`src/rtl/mqpd_pkg.sv`:
```
// package for the priority deque bank: field widths, default sizes and result codes
// no dependencies; used by the channel interfaces and the top level
`default_nettype none

package mqpd_pkg;

	localparam int DEF_NUM_QUEUES  = 16;
	localparam int DEF_QUEUE_DEPTH = 8;
	localparam int DEF_TAG_BITS    = 16;

	// port field widths
	localparam int QSEL_BITS     = 4;
	localparam int PORT_TAG_BITS = 16;
	localparam int FILL_BITS     = 4;

	typedef enum logic {
		OP_ADD  = 1'b0,
		OP_TAKE = 1'b1
	} op_t;

	typedef enum logic [1:0] {
		RES_ADDED = 2'd0,
		RES_FULL  = 2'd1,
		RES_TAKEN = 2'd2,
		RES_EMPTY = 2'd3
	} result_code_t;

endpackage

`default_nettype wire

```
`src/rtl/mqpd_req_if.sv`:
```
// request channel of the priority deque bank: valid/ready plus operation payload
// depends on mqpd_pkg
`default_nettype none

interface mqpd_req_if import mqpd_pkg::*; ();
	logic                 valid;
	logic                 ready;
	op_t                  operation;
	logic [QSEL_BITS-1:0] queue_select;
	logic [PORT_TAG_BITS-1:0] item_tag;
	logic                 urgent;

	modport source (output valid, output operation, output queue_select,
		output item_tag, output urgent, input ready);
	modport sink (input valid, input operation, input queue_select,
		input item_tag, input urgent, output ready);
endinterface

`default_nettype wire

```
`src/rtl/mqpd_rsp_if.sv`:
```
// response channel of the priority deque bank: valid/ready plus result payload
// depends on mqpd_pkg
`default_nettype none

interface mqpd_rsp_if import mqpd_pkg::*; ();
	logic                     valid;
	logic                     ready;
	result_code_t             result_code;
	logic [PORT_TAG_BITS-1:0] taken_tag;
	logic                     taken_urgent;
	logic [FILL_BITS-1:0]     queue_fill;

	modport source (output valid, output result_code, output taken_tag,
		output taken_urgent, output queue_fill, input ready);
	modport sink (input valid, input result_code, input taken_tag,
		input taken_urgent, input queue_fill, output ready);
endinterface

`default_nettype wire

```
`src/rtl/mqpd_ram.sv`:
```
// generic single-write, single-read synchronous ram with registered read data
// no dependencies; read data holds while no read is issued
`default_nettype none

module mqpd_ram #(
	parameter int WIDTH = 17,
	parameter int DEPTH = 128
) (
	input  wire logic                     clk,
	input  wire logic                     we,
	input  wire logic [$clog2(DEPTH)-1:0] waddr,
	input  wire logic [WIDTH-1:0]         wdata,
	input  wire logic                     re,
	input  wire logic [$clog2(DEPTH)-1:0] raddr,
	output logic      [WIDTH-1:0]         rdata
);

	logic [WIDTH-1:0] mem [DEPTH];

	always_ff @(posedge clk) begin
		if (we) begin
			mem[waddr] <= wdata;
		end
		if (re) begin
			rdata <= mem[raddr];
		end
	end

endmodule

`default_nettype wire

```
`src/rtl/multi_queue_priority_deque_top.sv`:
```
// Bank of NUM_QUEUES bounded deques with front insertion for urgent items.
// req channel (sink): operation add or take, queue_select, item_tag, urgent.
// rsp channel (source): result_code, taken_tag, taken_urgent, queue_fill.
// Exactly one response per request, in request order.
// An add to a full queue is rejected; a regular add goes to the back, an urgent
// add to the front. A take pops the front or reports the queue empty.
// queue_select wraps modulo NUM_QUEUES.
// Throughput: one transaction per cycle while rsp does not stall. Head pointers
// and lengths sit in flops, entries in one ram, so every operation needs at
// most a single ram access. A response passes the ram read stage and then the
// output register before it is valid.
// Reset empties all queues at once; entry contents are never cleared since a
// take only reads slots that an add has written.
// When rsp stalls, one further request is taken into the read stage and then
// req.ready drops until the output register frees.
// Depends on mqpd_pkg, mqpd_req_if, mqpd_rsp_if, mqpd_ram.
`default_nettype none

module multi_queue_priority_deque_top import mqpd_pkg::*; #(
	parameter int NUM_QUEUES  = DEF_NUM_QUEUES,
	parameter int QUEUE_DEPTH = DEF_QUEUE_DEPTH,
	parameter int TAG_BITS    = DEF_TAG_BITS
) (
	input wire logic  clk,
	input wire logic  arst_n,
	mqpd_req_if.sink  req,
	mqpd_rsp_if.source rsp
);

	localparam int QW    = (NUM_QUEUES > 1) ? $clog2(NUM_QUEUES) : 1;
	localparam int HW    = $clog2(QUEUE_DEPTH);
	localparam int LW    = $clog2(QUEUE_DEPTH + 1);
	localparam int SLOTS = NUM_QUEUES * QUEUE_DEPTH;
	localparam int AW    = $clog2(SLOTS);
	localparam int WW    = TAG_BITS + 1;
	localparam int NSEL  = 2 ** QSEL_BITS;

	// queue select wrap table
	logic [QW-1:0] wrap_tbl [NSEL];
	for (genvar g = 0; g < NSEL; g++) begin : g_wrap
		localparam int WRAPPED = g % NUM_QUEUES;
		assign wrap_tbl[g] = QW'(WRAPPED);
	end

	logic [HW-1:0] head_q [NUM_QUEUES];
	logic [LW-1:0] len_q  [NUM_QUEUES];

	logic [QW-1:0]   q_idx;
	logic [HW-1:0]   cur_head;
	logic [LW-1:0]   cur_len;
	logic            is_full;
	logic            is_empty;
	logic            accept;
	logic            add_ok;
	logic            take_ok;
	logic [HW-1:0]   head_dec;
	logic [HW-1:0]   head_inc;
	logic [HW:0]     tail_sum;
	logic [HW-1:0]   tail_pos;
	logic [HW-1:0]   wr_pos;
	logic [AW-1:0]   base_addr;
	logic [AW-1:0]   wr_addr;
	logic [AW-1:0]   rd_addr;
	logic [LW-1:0]   next_len;
	result_code_t    code;
	logic [TAG_BITS+PORT_TAG_BITS-1:0] tag_in_ext;
	logic [WW-1:0]   wr_data;
	logic [WW-1:0]   rd_data;
	logic [TAG_BITS+PORT_TAG_BITS-1:0] tag_out_ext;
	logic [LW+FILL_BITS-1:0] fill_ext;
	logic            out_free;

	logic            valid_s1;
	result_code_t    code_s1;
	logic [FILL_BITS-1:0] fill_s1;

	logic            out_valid_q;
	result_code_t    code_q;
	logic [PORT_TAG_BITS-1:0] tag_q;
	logic            urg_q;
	logic [FILL_BITS-1:0] fill_q;

	assign out_free  = !out_valid_q || rsp.ready;
	assign req.ready = !valid_s1 || out_free;
	assign accept    = req.valid && req.ready;

	assign q_idx    = wrap_tbl[req.queue_select];
	assign cur_head = head_q[q_idx];
	assign cur_len  = len_q[q_idx];
	assign is_full  = (cur_len == LW'(QUEUE_DEPTH));
	assign is_empty = (cur_len == '0);
	assign add_ok   = (req.operation == OP_ADD) && !is_full;
	assign take_ok  = (req.operation == OP_TAKE) && !is_empty;

	assign head_dec = (cur_head == '0) ? HW'(QUEUE_DEPTH - 1) : cur_head - 1'b1;
	assign head_inc = (cur_head == HW'(QUEUE_DEPTH - 1)) ? '0 : cur_head + 1'b1;
	// head + length stays below twice the depth, one subtract wraps it
	assign tail_sum = {1'b0, cur_head} + (HW+1)'(cur_len);
	assign tail_pos = (tail_sum >= (HW+1)'(QUEUE_DEPTH))
		? HW'(tail_sum - (HW+1)'(QUEUE_DEPTH)) : HW'(tail_sum);
	assign wr_pos   = req.urgent ? head_dec : tail_pos;

	assign base_addr = AW'(q_idx * QUEUE_DEPTH);
	assign wr_addr   = base_addr + AW'(wr_pos);
	assign rd_addr   = base_addr + AW'(cur_head);

	assign tag_in_ext = {{TAG_BITS{1'b0}}, req.item_tag};
	assign wr_data    = {req.urgent, tag_in_ext[TAG_BITS-1:0]};

	always_comb begin
		next_len = cur_len;
		code     = RES_FULL;
		unique case (req.operation)
			OP_ADD: begin
				if (is_full) begin
					code = RES_FULL;
				end else begin
					code     = RES_ADDED;
					next_len = cur_len + 1'b1;
				end
			end
			OP_TAKE: begin
				if (is_empty) begin
					code = RES_EMPTY;
				end else begin
					code     = RES_TAKEN;
					next_len = cur_len - 1'b1;
				end
			end
			default: begin
				code = RES_FULL;
			end
		endcase
	end

	assign fill_ext = {{FILL_BITS{1'b0}}, next_len};

	mqpd_ram #(
		.WIDTH(WW),
		.DEPTH(SLOTS)
	) u_entries (
		.clk  (clk),
		.we   (accept && add_ok),
		.waddr(wr_addr),
		.wdata(wr_data),
		.re   (accept && take_ok),
		.raddr(rd_addr),
		.rdata(rd_data)
	);

	assign tag_out_ext = {{PORT_TAG_BITS{1'b0}}, rd_data[TAG_BITS-1:0]};

	// queue pointers
	always_ff @(posedge clk or negedge arst_n) begin
		if (!arst_n) begin
			for (int i = 0; i < NUM_QUEUES; i++) begin
				head_q[i] <= '0;
				len_q[i]  <= '0;
			end
		end else if (accept) begin
			len_q[q_idx] <= next_len;
			if (add_ok && req.urgent) begin
				head_q[q_idx] <= head_dec;
			end else if (take_ok) begin
				head_q[q_idx] <= head_inc;
			end
		end
	end

	// read stage and output register
	always_ff @(posedge clk or negedge arst_n) begin
		if (!arst_n) begin
			valid_s1    <= 1'b0;
			out_valid_q <= 1'b0;
		end else begin
			if (req.ready) begin
				valid_s1 <= req.valid;
			end
			if (out_free) begin
				out_valid_q <= valid_s1;
			end
		end
	end

	always_ff @(posedge clk) begin
		if (accept) begin
			code_s1 <= code;
			fill_s1 <= fill_ext[FILL_BITS-1:0];
		end
		if (valid_s1 && out_free) begin
			code_q <= code_s1;
			fill_q <= fill_s1;
			if (code_s1 == RES_TAKEN) begin
				tag_q <= tag_out_ext[PORT_TAG_BITS-1:0];
				urg_q <= rd_data[WW-1];
			end else begin
				tag_q <= '0;
				urg_q <= 1'b0;
			end
		end
	end

	assign rsp.valid        = out_valid_q;
	assign rsp.result_code  = code_q;
	assign rsp.taken_tag    = tag_q;
	assign rsp.taken_urgent = urg_q;
	assign rsp.queue_fill   = fill_q;

endmodule

`default_nettype wire
```
`src/flat_wrapper.sv`:
```
// flat-port wrapper written by rule: the top's interface ports become plain ports
module multi_queue_priority_deque_top_flat import mqpd_pkg::*;
#(
	parameter int NUM_QUEUES  = DEF_NUM_QUEUES,
	parameter int QUEUE_DEPTH = DEF_QUEUE_DEPTH,
	parameter int TAG_BITS    = DEF_TAG_BITS
)
  (clk, arst_n, req_valid, req_operation, req_queue_select, req_item_tag, req_urgent, req_ready, rsp_valid, rsp_result_code, rsp_taken_tag, rsp_taken_urgent, rsp_queue_fill, rsp_ready);
  mqpd_req_if req_i ();
  mqpd_rsp_if rsp_i ();
  input wire logic clk;
  input wire logic arst_n;
  input wire logic [$bits(req_i.valid)-1:0] req_valid;
  input wire logic [$bits(req_i.operation)-1:0] req_operation;
  input wire logic [$bits(req_i.queue_select)-1:0] req_queue_select;
  input wire logic [$bits(req_i.item_tag)-1:0] req_item_tag;
  input wire logic [$bits(req_i.urgent)-1:0] req_urgent;
  output wire logic [$bits(req_i.ready)-1:0] req_ready;
  output wire logic [$bits(rsp_i.valid)-1:0] rsp_valid;
  output wire logic [$bits(rsp_i.result_code)-1:0] rsp_result_code;
  output wire logic [$bits(rsp_i.taken_tag)-1:0] rsp_taken_tag;
  output wire logic [$bits(rsp_i.taken_urgent)-1:0] rsp_taken_urgent;
  output wire logic [$bits(rsp_i.queue_fill)-1:0] rsp_queue_fill;
  input wire logic [$bits(rsp_i.ready)-1:0] rsp_ready;
  assign req_i.valid = req_valid;
  assign req_i.operation = req_operation;
  assign req_i.queue_select = req_queue_select;
  assign req_i.item_tag = req_item_tag;
  assign req_i.urgent = req_urgent;
  assign req_ready = req_i.ready;
  assign rsp_valid = rsp_i.valid;
  assign rsp_result_code = rsp_i.result_code;
  assign rsp_taken_tag = rsp_i.taken_tag;
  assign rsp_taken_urgent = rsp_i.taken_urgent;
  assign rsp_queue_fill = rsp_i.queue_fill;
  assign rsp_i.ready = rsp_ready;
  multi_queue_priority_deque_top #(.NUM_QUEUES(NUM_QUEUES), .QUEUE_DEPTH(QUEUE_DEPTH), .TAG_BITS(TAG_BITS)) u_core (.clk(clk), .arst_n(arst_n), .req(req_i), .rsp(rsp_i));
endmodule
```
`config.mk`:
```
export PLATFORM = sky130hd
export DESIGN_NAME = multi_queue_priority_deque_top_flat
export DESIGN_NICKNAME = d
export VERILOG_FILES = /design/src/rtl/mqpd_pkg.sv /design/src/rtl/mqpd_req_if.sv /design/src/rtl/mqpd_rsp_if.sv /design/src/rtl/mqpd_ram.sv /design/src/rtl/multi_queue_priority_deque_top.sv /design/src/flat_wrapper.sv
export SDC_FILE = /design/constraint.sdc
export NUM_CORES = 2
export LEC_CHECK = 0
export CAP_MARGIN = 20
export CORE_MARGIN = 3
export CORE_UTILIZATION = 40
export DETAILED_ROUTE_END_ITERATION = 6
export DONT_BUFFER_PORTS = 1
export PLACE_DENSITY = 0.56
export SKIP_CTS_REPAIR_TIMING = 1
export SYNTH_ARGS = -nofsm -noshare
export SYNTH_HDL_FRONTEND = slang
export SYNTH_SLANG_ARGS = --single-unit
export TNS_END_PERCENT = 50
```
`constraint.sdc`:
```
create_clock -name clk -period 4.8 [get_ports clk]
set_input_delay 0.24 -clock clk [delete_from_list [all_inputs] [get_ports clk]]
set_output_delay 0.24 -clock clk [all_outputs]
set_load 0.005 [all_outputs]
```
==> results.txt <==
The kind of path behind the tightest hold check is in2async. The detailed router put a total of 115,000 µm of wire on met1. Setup violations remaining at the end of the flow were counted as 0.

Setup repair after global routing left no endpoint under its margin. The final hold violation count is 9. The internal power is 38.4 mW.

In this run the clock root is driven by a clkbuf_16. The slew at the pin closest to its max-slew limit is roughly 1.1 ns. The routed length on met2 is 131,000 µm. The met3 wirelength from detailed routing is 20,000 µm.

The initial standard-cell utilization of the core came out at 0.403. The clock drives 2,336 sinks. The total global routing overflow came out at 0.

The endpoint type of the worst setup path is a register. The number of primary I/O pins is 51. In the final layout, the share of cells above drive strength 1 is 0.168. The core area is between 0.2 and 0.25 mm². The first global-routing pass estimated 394,000 µm of wire.

For this run, asynchronously set or reset flops after synthesis account for 0.0488. The pre-antenna-repair detailed-routing pass consisted of 6 iterations. The highest routed metal layer is met5. The run finished, with violations left.

The number of cell rows is 176. The mean instance size in the synthesized netlist is around 15 µm². The TritonCTS buffer count came out at between 200 and 250. The initial antenna violation count came to 16.

The combined area of all synthesized cells is 0.0928 mm². The cell leakage power came out at 35.9 nW. Of the total power, the clock network draws 0.311. After detailed routing, the total wire length is 276,000 µm. The number of placed instances, taps included, is ~9,400.

The distinct cell type count after synthesis came out at 56. The most critical setup path has its startpoint at u_core.head_q[36]. In the layout the commonest cells are 2,222 x edfxtp_1, 1,502 x nand2_1, 387 x buf_4. Hold timing on the final database bottoms out at a slack of -0.0229 ns. The library cell used most frequently in the layout, excluding fill and tap cells, is edfxtp_1.

Across the VDD grid, the largest voltage drop is 0.410 mV. The power share of the sequential group is 0.403. The post-route cell area came out at around 0.11 mm². The clock transition at the register clock pins on the worst setup and hold paths after CTS came out at 0.06 ns.

Entering global routing, the biggest net connects between 100 and 150 pins. The later pin in the worst-skew pair is clocked with a latency of 0.87 ns. The final net count is 6,704. The final reports fail on hold timing.

The most used flip-flop cell after synthesis is edfxtp_1. The area of the die is 0.238 mm². The peak clock frequency supported by timing came out at 218 MHz.

The relative area change from synthesis to final layout is 15.4%. The startpoint of the lowest-slack register-to-register path is u_core.head_q[36]. The count of nets left with antenna violations after detail routing came out at 0. The cell count of the worst reg-to-reg path is 14. The max-capacitance violation count came out at 0.

The number of H-tree levels came out at 4. The via-per-instance ratio is 5.75. The critical path data arrival time is 5.20 ns. The worst setup path is of the reg2reg kind. Once placement finished, the instance area stood at 0.0987 mm². The analysis attributes to net switching a power of 19.3 mW. The floorplan die width is around 500 µm. In the finished design, the share of the clock period the worst path needs comes to 0.956. The biggest fanout along the worst timing path came out at 50. The routed wirelength normalized by instance count came out at around 28 µm. The share of the Yosys chip area taken by registers is 0.750.

After detailed routing, the number of remaining DRC violations is 0. The post-layout instance count excluding filler cells came out at a little under 10,000. Synthesis inferred between 2,000 and 2,500 register bits. The routability-driven placement congestion ratio is 0.842. STA classifies the critical path startpoint as a register. The final number of max-transition violations is 0. When the netlist entered floorplanning its net count stood at 6,409. The share of power burned in combinational logic came out at 0.285. The height of the die came out at slightly below 500 µm. The all-layer global routing usage came out at 0.226. The via count of the first global-routing pass is between 50,000 and 60,000. The synthesized instance count is 6,375. TritonCTS built the clock tree. The count of synthesis-stage warnings from yosys is 0.

Detailed placement ended at an HPWL of approximately 160,000 µm. The number of DRC markers after the initial detailed-route iteration came out at roughly 6,300. No sink is reached through more buffers than the 3 on the longest clock path. The data required time of the critical path is 5.42 ns. Measured against its own limit, the worst slew margin works out to 0.234. The areal power density over the cells is 539 mW/mm². The synthesized design contains 2,222 enable-type register cells. The maximum clock skew at final layout is 0.0450 ns. The via total after detailed routing is 56,900. The post-layout minimum cycle time came out at 4.59 ns. Input and output buffers added on the ports amount to 0. Of the total power, the share spent switching nets is 0.335.
-- worst paths after layout --
kind / slack (ns) / to
min in group clk: 0.01 / u_core.len_q[47]
worst min register to register: 0.42 / u_core.rsp.queue_fill[0]
worst min-delay path: -0.02 / u_core.head_q[47]
max in group asynchronous: 4.32 / u_core.head_q[43]
worst max-delay path: 0.21 / u_core.u_entries.rdata[0]
worst max register to register: 0.21 / u_core.u_entries.rdata[0]
-- cell families after synthesis --
logic type               count (synthesis)  share of synthesized area
AO/OA/AOI/OAI                         1016                     0.0816
adder cells (fa/ha/maj)                  8                    0.00116
AND/OR/NAND/NOR                       2232                      0.102
multiplexers                           346                     0.0442
buffers and inverters                  433                     0.0209
XOR/XNOR                                 4                   0.000377
flip-flops                            2336                      0.750
-- state kept, by name, summed over array words and instances, names as in the netlist --
register                 count
u_core.rsp.taken_tag        16
u_core.len_q                64
u_core.valid_s1              1
u_core.head_q               48
u_core.rsp.result_code       2
u_core.fill_s1               4
u_core.u_entries.rdata      17
u_core.rsp.valid             1
u_core.code_s1               2
u_core.rsp.taken_urgent      1
u_core.rsp.queue_fill        4
u_core.u_entries.mem      2176
-- critical path, cell delays in order, from the launching register on --
cell and delay, ns:
dfrtp_1 0.39, mux4_2 0.45, mux2i_1 0.23, mux2_8 0.25
inv_8 0.09, buf_12 0.22, and2_0 0.19, a2111oi_0 0.49
a311oi_1 0.22, a31o_2 0.29, nor4_1 0.64, buf_4 0.22
a311oi_1 0.05, buf_4 0.20, or3_1 0.37
-- stage by stage --
step / utilization / setup WS (ns) / total power, mW / TNS, ns
floorplan: - / -0.0979 / 33.1 / -126.99
global placement: 0.428 / -0.117 / 39.4 / -0.117
detailed placement: 0.428 / 0.148 / 39.6 / 0
CTS: 0.461 / 0.0903 / 57.5 / 0
global route: 0.465 / 0.00163 / 59.9 / 0
finish: 0.465 / 0.213 / 57.7 / 0
-- synth_stat cells (83+ instances only) --
| cell type | number | share of area |
|---|---|---|
| edfxtp_1 | 2222 | 0.72 |
| nand2_1 | 1505 | 0.061 |
| a31oi_1 | 301 | 0.020 |
| clkbuf_1 | 212 | 0.0086 |
| nand3_1 | 195 | 0.011 |
| nor2_1 | 187 | 0.0076 |
| mux2_2 | 178 | 0.022 |
| and3_1 | 136 | 0.0092 |
| buf_2 | 130 | 0.0070 |
| mux2i_1 | 124 | 0.013 |
| a311oi_1 | 119 | 0.011 |
| dfrtp_1 | 114 | 0.031 |
| and2_1 | 99 | 0.0067 |
| a2111oi_0 | 96 | 0.0091 |
| a32oi_1 | 85 | 0.0080 |
| o21ai_0 | 83 | 0.0045 |
-- power groups by stage --
| stage | Combinational (mW) | Sequential [mW] | Clock [mW] |
|---|---|---|---|
| global placement | 15.8 | 23.6 | 0 |
| finish | 16.5 | 23.3 | 18.0 |
| CTS | 16.0 | 23.3 | 18.3 |
| floorplan | 9.53 | 23.6 | 0 |
| global route | 17.6 | 23.3 | 19.1 |
| detailed placement | 16.0 | 23.7 | 0 |
-- final cells by class --
class	count	area [µm²]
diodes	5	12.5
inverters	11	63.8
flip-flops and latches	2336	69600
fillers	20000	123000
clock buffers	281	6070
repair buffers	483	4620
clock inverters	146	1440
multi-input cells	3606	21500
well taps	3026	3790
-- layer usage --
metal  vias up  GRT usage
met2      2237      0.365
li1      25000          -
met4         8     0.0734
met1     29200      0.309
met3       474     0.0411
met5         -          0
No activity file was read; power rests on OpenSTA's default activity.
